### config.mk
export PLATFORM = sky130hd
export DESIGN_NAME = dvh_ctrl
export DESIGN_NICKNAME = d
export VERILOG_FILES = /design/src/rtl/core/dvh_pkg.sv /design/src/rtl/core/dvh_ctrl.sv
export SDC_FILE = /design/constraint.sdc
export NUM_CORES = 1
export LEC_CHECK = 0
export BUFFER_PORTS_ARGS = -buffer_cell sky130_fd_sc_hd__buf_4
export CORE_AREA = 10 10 47 49
export DETAILED_ROUTE_END_ITERATION = 16
export DIE_AREA = 0 0 57 59
export HOLD_SLACK_MARGIN = 0.06
export PLACE_DENSITY_LB_ADDON = 0.2
export SLEW_MARGIN = 20
export SYNTH_ARGS = -nofsm -noshare
export SYNTH_HDL_FRONTEND = slang
export SYNTH_SLANG_ARGS = --single-unit
export TNS_END_PERCENT = 5
### constraint.sdc
create_clock -name clock -period 1.25 [get_ports clock]
set_clock_uncertainty 0.15 [all_clocks]
set_input_delay 0.125 -clock clock [delete_from_list [all_inputs] [get_ports clock]]
set_output_delay 0.125 -clock clock [all_outputs]
set_load 0.01 [all_outputs]
### src/rtl/core/dvh_pkg.sv
// dvh_pkg: shared widths, codes and controller/datapath interface structs
// for the distinct vector histogram. No dependencies.
`default_nettype none

package dvh_pkg;

   // fixed field widths of the item and result channels
   localparam int DATA_W = 64;
   localparam int CNT_W  = 32;
   localparam int BIN_W  = 6;
   localparam int ELEM_W = 3;
   localparam int USED_W = 7;
   localparam int CFG_W  = 4;

   // request action codes
   localparam logic ACT_OBSERVE = 1'b0;
   localparam logic ACT_READ    = 1'b1;

   // result kind codes
   localparam logic KIND_UPDATE = 1'b0;
   localparam logic KIND_READ   = 1'b1;

   // commands from controller to datapath
   typedef struct packed {
      logic elem_store;
      logic scan_start;
      logic scan_run;
      logic hit_commit;
      logic miss_commit;
      logic rd_issue;
      logic rd_commit;
   } dvh_cmd_type;

   // status from datapath to controller
   typedef struct packed {
      logic vec_last;
      logic hit;
      logic scan_done;
   } dvh_sts_type;

endpackage

`default_nettype wire

### src/rtl/core/dvh_ctrl.sv
// dvh_ctrl: sequencing state machine of the distinct vector histogram.
// Depends on dvh_pkg for the command and status structs and action codes.
`default_nettype none

module dvh_ctrl (
   input  wire logic               clock,
   input  wire logic               reset,
   input  wire logic               start,
   input  wire logic               req_action,
   input  wire dvh_pkg::dvh_sts_type sts,
   output logic                    busy,
   output dvh_pkg::dvh_cmd_type    cmd
);
   import dvh_pkg::*;

   typedef enum logic [1:0] {
      ST_IDLE,
      ST_SCAN,
      ST_READ
   } state_type;

   state_type state_ff, state_in;
   logic      busy_ff;

   always_comb begin
      cmd      = '0;
      state_in = state_ff;
      case (state_ff)
         ST_IDLE: begin
            if (start) begin
               if (req_action == ACT_OBSERVE) begin
                  cmd.elem_store = 1'b1;
                  cmd.scan_start = sts.vec_last;
                  state_in       = sts.vec_last ? ST_SCAN : ST_IDLE;
               end else begin
                  cmd.rd_issue = 1'b1;
                  state_in     = ST_READ;
               end
            end
         end
         ST_SCAN: begin
            cmd.scan_run = 1'b1;
            if (sts.hit) begin
               cmd.hit_commit = 1'b1;
               state_in       = ST_IDLE;
            end else if (sts.scan_done) begin
               cmd.miss_commit = 1'b1;
               state_in        = ST_IDLE;
            end
         end
         ST_READ: begin
            cmd.rd_commit = 1'b1;
            state_in      = ST_IDLE;
         end
         default: begin
            state_in = ST_IDLE;
         end
      endcase
   end

   always_ff @(posedge clock) begin
      if (reset) begin
         state_ff <= ST_IDLE;
         busy_ff  <= 1'b0;
      end else begin
         state_ff <= state_in;
         busy_ff  <= (state_in != ST_IDLE);
      end
   end

   assign busy = busy_ff;

endmodule

`default_nettype wire

# Word-level counts from Yosys, hierarchy flattened
# Cells that the tools add are included.
[op_classes]
n_eq_ne = 2
mux = 17
reduce_logical = 2
[ops]
columns = ["operator", "n"]
rows = [
  ["2-to-1 mux 2 bit", 7],
  ["2-to-1 mux 1 bit", 8],
  ["one-hot mux 2 bit (2 select lines)", 1],
  ["2-to-1 mux 3 bit", 1],
  ["== test 2 x 1 -> 1 bit, second input constant", 1],
  ["== test 2 bit, second input constant", 1],
  ["zero test 2 bit", 1],
  ["nonzero test 2 bit", 1],
]
[totals]
register_bits = 3
out_inout_bits = 8
input_bits = 7
word_cells = 23

# Longest topological paths before layout
# Gate-level depths: netlist of the first run.
[logic_depth]
depth_word = 5
mapped_depth = 3

# Least setup slack after synthesis of the first run
# OpenSTA, ideal clock, no wires.
[synth_timing]
path_type = "register -> output"
start = "register state_ff[1]"
end = "output port cmd[5] (netlist name)"
setup_slack_ns = -0.050
t_arrival_ns = 1.025
n_path_buf = 1
required_ns = 0.975
stages_incl_launch_ff = 4
cell_sequence = "dfxtp_1 or3b_1 buf_2 nor3b_2"
[synth_lines]
columns = ["element", "line_no", "source"]
rows = [
  ["start: declaration", "dvh_ctrl.sv:22", "state_type state_ff, state_in;"],
  ["start signal: assignment", "dvh_ctrl.sv:66", "state_ff <= state_in;"],
  ["end: declaration", "dvh_ctrl.sv:12", "output dvh_pkg::dvh_cmd_type cmd"],
]

==> impl_summary.md, run 1 <==
Pwr
The analysis attributes to cell leakage a power of 0.210 nW. The share of power burned in combinational logic is 25.5%. Power spread over the standard cell area amounts to 872 nW/um2. The reported net switching power is 0.0872 mW. The clock network power share is 46.3%. The switching share of total power is 24.0%.

The total power consumption of the routed design is 0.364 mW. Sequential cells account for 28.2% of the total power. VDD sags by at most 0.000328 V. Cell internal power was estimated by the tool at 0.276 mW.

GRT
The overflow left after global routing is 0. The all-layer global routing usage is 4.85%. The initial antenna violation count is 0.

The first-pass GRT wire length is 1.23 mm. The via count of the first global-routing pass is 301. Entering global routing, the biggest net connects 6 pins.

Final layout
The net count of the finished layout is 51. The fraction of layout instances using a drive strength above 1 is 65.1%. 0 antenna diodes ended up in the layout. After routing the design area is 417 um2. The synthesis-to-finish area growth is 133%. The finished layout holds 59 standard cells, fillers aside.

Die
The chip height is 59 um. The die covers 3360 um2. Row generation in the floorplan step produced 14 rows.

The floorplan core area is 1400 um2. The initial standard-cell utilization of the core is 12.8%. The floorplan step set the die width to 57 um. 15 I/O pins were placed.

Worst setup path
The critical path launch point type is a flip-flop. The critical path is of the flip-flop to output port type. For flop-to-flop paths, the worst setup slack is -0.07 ns.

The critical path starts at state_ff[0]. The maximum fanout along the worst path is 4. STA classifies the critical path endpoint as an output port. The category of cells accounting for the largest share of critical-path delay is simple AND/OR/NAND/NOR gates.

STA puts the critical path data required time at 0.98 ns. The critical path goes through or3b_4 > nor3b_4 > buf_6. In this design, the stage delay of the slowest critical-path cell is 0.43 ns. Counting both buffers and inverters, the worst setup path holds a total of 1.

STA puts the critical path data arrival time at 1.28 ns. The startpoint identified for the worst register-to-register timing path is state_ff[1]. The cell at the slowest stage of the critical path is or3b_4.

Yosys
Of all flip-flops after synthesis, the portion carrying an async set or reset was 0%. The cell area that synthesis handed to floorplanning was 179 um2. Ranked by instance count, the synthesized netlist is headed by dfxtp_1 (3), nor2_1 (2), o22ai_1 (2). The synthesized netlist cell count is 19.

In this run the biggest area consumer among cell types represents 33.6% of the synthesized area. Of the synthesized area, sequential elements account for 33.6%. In the post-synthesis netlist, the cell with the most instances is dfxtp_1. The count of synthesis-stage warnings from yosys is 0.

The top cell type by total area after synthesis is dfxtp_1. The post-synthesis net count is 26. Dividing the synthesized area by the synthesized cell count gives 9.42 um2. Ranked by total cell area, the synthesized netlist is headed by dfxtp_1 (34%), or4b_4 (7.7%), nor3b_2 (7.0%).

The number of flops mapped to enable cells by yosys is 0. The synthesis-stage register bit count is 3. The most used flip-flop cell after synthesis is dfxtp_1. The number of unique standard cell types used by synthesis is 15.

Clock tree
TritonCTS built the clock tree. In this run the clock root is driven by a clkbuf_4. The clock latency on the worst-skew pair is 0.23 ns. The number of CTS-inserted buffers is 3.

Clock-pin slew was measured on the worst setup and hold paths at 0.04 ns. The clock passes through at most 2 buffers. CTS saw 3 sinks. CTS built an H-tree with a depth of 1. Buffers added to address setup during post-CTS repair amount to 0.

Detailed routing
In the routed design, unresolved DRC markers number 0. The wire length after detailed routing is 729 um. The routed layout has 248 vias. After detailed routing, the number of vias per cell comes to 4.20.

The detail-routed net length per standard cell is 12.4 um. The number of search-and-repair iterations in the first detailed-routing pass is 1. The detailed router's first-iteration violation count is 0. The count of nets left with antenna violations once routing finished came out at 0.

STA
The worst path uses 124% of the clock period. The maximum clock frequency is 0.643 GHz. Counting I/O delays and the setup requirement, the final critical path takes 1.56 ns. Setup slack on the critical path of the routed design comes to -0.305 ns.

The number of hold-slack violations in the final timing report was 0. The number of pins exceeding their max-slew limit in the final report was 0. The transition at the pin with the smallest max-transition slack is 0.198 ns. In the final timing run, aggregate negative setup slack is -1.20 ns. Setup repair after global routing could not meet its margin everywhere.

Setup violations remaining at the end of the flow were counted as 8. The worst pin sits at a relative slew slack of 86.7%.

Hold path
In this run the worst hold path is classified as input port to flip-flop. The worst hold path begins at sts[0].

Placement
OpenSTA, run right after detailed placement, puts the worst setup slack at -0.116 ns. The count of buffers added on input and output ports is 14. After detailed placement, the design holds a cell count of 51. Summed over all nets, the half-perimeter wirelength after detailed placement is 545 um. Routability-driven placement finished with a final weighted congestion of 0.666. After detailed placement, the total cell area comes to 328 um2.

Status
The flow ran to the end, but the final reports show violations. The final reports fail on negative setup slack.

Run
Across the run, the number of max-cap violations was 0.
## what timing repair did
item	CTS	global route
gates resized for setup	3	3
hold buffers	4	0
pin swaps	3	1
setup endpoints to repair	9	8
endpoints found under the hold margin	3	0
## registers in the layout, summed over array words and instances, names as in the netlist
signal    cells
busy          1
state_ff      2
## metal layers
metal	up-vias	track usage [%]	part of all wire, %
met5	-	0	0
met4	0	3.02	1.1
met3	2	4.08	12
met2	16	7.13	46
met1	115	4.53	40
li1	115	-	-
## cells by family after synthesis
| logic type | synth area share [%] |
|---|---|
| compound gates | 11.2 |
| flops | 33.6 |
| buf+inv | 4.89 |
| simple gates | 50.4 |
## layout by cell type, fill, tap and decap left out, types with 2 or more instances in the layout
cell,instances
nor2_1,2
dlygate4sd3_1,3
o22ai_2,2
clkbuf_4,3
buf_4,16
dfxtp_1,2
## power groups by stage
stage               registers, mW  logic (mW)  clock network, mW
floorplan                   0.105      0.0285                  0
global placement            0.104      0.0735                  0
detailed placement          0.104      0.0748                  0
CTS                         0.103      0.0877              0.175
global route                0.103       0.101              0.187
finish                      0.102      0.0926              0.168
## path summary, 6_finish.rpt
kind                                     to  cells past startpoint
worst max-delay path                 cmd[5]                      3
worst min-delay path            state_ff[0]                      3
worst max register to register         busy                      3
worst min register to register  state_ff[0]                      3
## final cells by class
| class | instances | area, um2 |
|---|---|---|
| Clock buffer | 4 | 26.3 |
| Inverter | 1 | 3.75 |
| Sequential cell | 3 | 61.3 |
| Fill cell | 158 | 985 |
| Timing Repair Buffer | 21 | 174 |
| Tap cell | 16 | 20.0 |
| Multi-Input combinational cell | 14 | 131 |
## per-stage QoR
stage	hold slack, ns	util (%)
6_report	0.0728	29.7
5_1_grt	0.0803	29.7
4_1_cts	0.0519	28.7
3_5_place_dp	0.180	23.4
3_3_place_gp	0.171	23.4
2_1_floorplan	0.0459	-
## worst register-to-register path, delay by kind of cell (launching register included)
family | cells | cell delay (ns)
compound gates | 1 | 0.16
buf+inv | 1 | 0.13
flops | 1 | 0.31
simple gates | 1 | 0.50
No activity file was read; power rests on OpenSTA's default activity.
==> inputs of run 2 (changes only) <==
Settings changed: ABC_AREA from default to 1.
==> run 2 against run 1 <==
  * The flow still finishes with violations (negative setup slack)
  * Clock power about the same
  * Area after synthesis decreased by 7.0%
  * Count of clock-buffer cells in the layout unchanged
  * Largest power group unchanged
==> impl_summary.md, run 2 <==
Pwr
Summing internal, switching and leakage power gives 0.341 mW. Cell internal power was estimated by the tool at 0.257 mW. The areal power density over the cells is 960 nW/um2. The share of power burned in combinational logic is 18.8%. The leakage power of the design is 0.212 nW.

The switching share of total power is 24.8%. The relative contribution of sequential cells to total power is 31.0%. The reported net switching power is 0.0845 mW.

Across the VDD grid, the largest voltage drop is 0.000357 V. The clock network power share is 50.2%.

GRT
The all-layer global routing usage is 3.79%. The total overflow left after global routing is 0. The via count of the first global-routing pass is 254. The first-pass GRT wire length is 924 um. The initial antenna violation count was 0. Entering global routing, the biggest net connects 5 pins.

Yosys
The cell count after synthesis came out at 28. Counting instances in the post-synthesis netlist gives the leading cell types as inv_1 (11), nor2_1 (4), dfxtp_1 (3), nand2_1 (3), nand3_1 (3). The most instantiated library cell after synthesis is inv_1. After synthesis, flip-flops and latches occupy 36.1% of the total area. The average instance in the mapped netlist occupies 5.94 um2. The most common flop cell mapped by yosys is dfxtp_1. Yosys printed 0 warnings. In this run the cell area of the synthesized design comes to 166 um2.

The number of unique standard cell types used by synthesis is 8. The fraction of registers with async set or reset after synthesis is 0%. Summed over all instances, the cell type with the most area after synthesis is dfxtp_1. The number of flops mapped to enable cells by yosys is 0. By area the synthesized netlist is led by dfxtp_1 (36%), inv_1 (25%), nand3_1 (9.0%). In this run, synthesis produced a sequential element count of 3. The share of the synthesized area in the top cell type is 36.1%.

The post-synthesis net count is 35.

Die
Once the floorplan was initialized, standard cells occupied 11.9% of the core. The chip height is 59 um. 15 I/O pins were placed. The area of the die is 3360 um2. The floorplan core area is 1400 um2. The number of standard-cell rows in the floorplan is 14. In this run the horizontal extent of the chip is 57 um.

Clock tree
The clock latency on the worst-skew pair is 0.23 ns. The number of CTS-inserted buffers is 3. The clock tree from TritonCTS is yes. The clock transition time at the flip-flop clock pins of the worst setup and hold paths is 0.03 ns. CTS built an H-tree with a depth of 1. The cell sitting at the root of the clock tree is a clkbuf_4.

After clock tree synthesis, the flow added hold-fix buffers numbering 1. The clock sink total is 3. In this run the post-CTS setup repair buffer count came out at 0.

The clock passes through at most 2 buffers.

Detailed routing
The number of nets still failing antenna checks after routing is 0. After detailed routing, the average wire length per cell comes to 8.72 um. The average via count per standard cell is 3.55. The routed layout has 227 vias. For this run, the detailed router's first-pass iteration total came to 2. After detailed routing, the number of remaining DRC violations is 0. The detailed router's first-iteration violation count is 1. The wire length after detailed routing is 558 um.

Status
The run finished, with violations left. The checks that failed: negative setup slack.

Placement
The number of cells after detailed placement is 59. The number of port buffers is 14. The cell area reported after detailed placement is 299 um2. At the end of routability-driven placement, the weighted congestion stood at 0.576. The pre-CTS setup slack is 0.114 ns. The wire-length estimate of the detail-placed layout is 484 um.

Final layout
Compared with the post-synthesis result, the final layout area differs by 114%. The final net count is 56. The count of antenna diodes in the layout is 0. The finished cells cover 355 um2.

The finished layout holds 64 standard cells, fillers aside. The flip-flop count of the largest register, all copies and words added is 2. The final design utilization is 25.4%. state_ff holds more flip-flops than any other register. Leaving out fill and tap cells, the most frequent cell in the layout is buf_4. After filler insertion, the fill cell instance count of the layout stands at 178. The post-route netlist has 54.2% of its cells at a drive strength greater than 1.

In the layout the commonest cells are buf_4 (15), inv_1 (10), nor2_1 (3), nand2_1 (3), clkbuf_4 (3).

Worst setup path
The worst setup path is captured at an output port. The critical path launch point type is a flip-flop. Data on the critical path is required at its endpoint by 0.98 ns. The critical path is of the flip-flop to output port type. The maximum fanout along the worst path is 4.

The data arrival time of the worst path is 1.00 ns.

STA
Once routing completed, OpenROAD measured the worst setup slack at -0.0263 ns. At the pin with the least slew margin, the transition time is 0.221 ns. The period utilization is 102%. The number of hold-slack violations in the final timing report came to 0.

Setup violations remaining at the end of the flow were counted as 4. The summed negative setup slack over all endpoints is -0.0623 ns. Derived from the worst setup path, the maximum achievable clock frequency is 0.783 GHz. The final critical delay including setup and external delays is 1.28 ns.

The number of pins exceeding their max-slew limit in the final report is 0. Hold timing on the final database bottoms out at a slack of 0.0171 ns. Headroom to the max-slew limit came out at 85.1%. Setup repair after global routing could not meet its margin everywhere.

Run
Across the run, the number of max-cap violations was 0.

Hold path
The class of the tightest hold or removal check is input port to flip-flop.
run 2: kinds of logic (layout without fill, tap and decap cells):
family	after synthesis	count (layout)	synth area share, %
buf+inv	11	31	24.8
simple gates	14	14	39.1
flops	3	3	36.1
run 2: critical path, stage by stage, from the launching register on:
cell	delay [ns]
dfxtp_2	0.34
nor4_1	0.27
buf_4	0.17
run 2: final timing paths:
path | cells past startpoint | slack, ns | start | endpoint
max | 2 | -0.03 | state_ff[1] | cmd[6]
min | 3 | 0.02 | start | state_ff[1]
max reg2reg | 7 | 0.21 | state_ff[0] | busy
min reg2reg | 3 | 0.41 | state_ff[0] | state_ff[1]
run 2: final cells by class:
| type | count | area (um2) | share of cell area (%) |
|---|---|---|---|
| timing repair buffer | 16 | 123 | 34.5 |
| multi-input combinational | 14 | 82.6 | 23.2 |
| clock buffer | 4 | 26.3 | 7.39 |
| sequential | 3 | 62.6 | 17.6 |
| tap | 16 | 20.0 | 5.63 |
| inverter | 11 | 41.3 | 11.6 |
run 2: layer usage:
layer	GRT usage [%]	up-vias	wire length, um
met5	0	-	0
met4	5.03	0	0
met2	5.58	8	286
met3	2.15	0	32
met1	3.18	100	238
li1	-	119	-
run 2: timing repair:
action / in CTS / in global routing
setup endpoints to repair: 6 / 6
gates resized for setup: 5 / 2
pin swaps: 1 / 0
hold endpoints to repair: 3 / 1
run 2: power groups by stage:
stage | Combinational (mW) | Sequential [mW] | Clock [mW]
2_1_floorplan | 0.0217 | 0.106 | 0
3_3_place_gp | 0.0605 | 0.105 | 0
3_5_place_dp | 0.0600 | 0.105 | 0
4_1_cts | 0.0654 | 0.105 | 0.181
5_1_grt | 0.0715 | 0.106 | 0.199
6_report | 0.0641 | 0.106 | 0.171
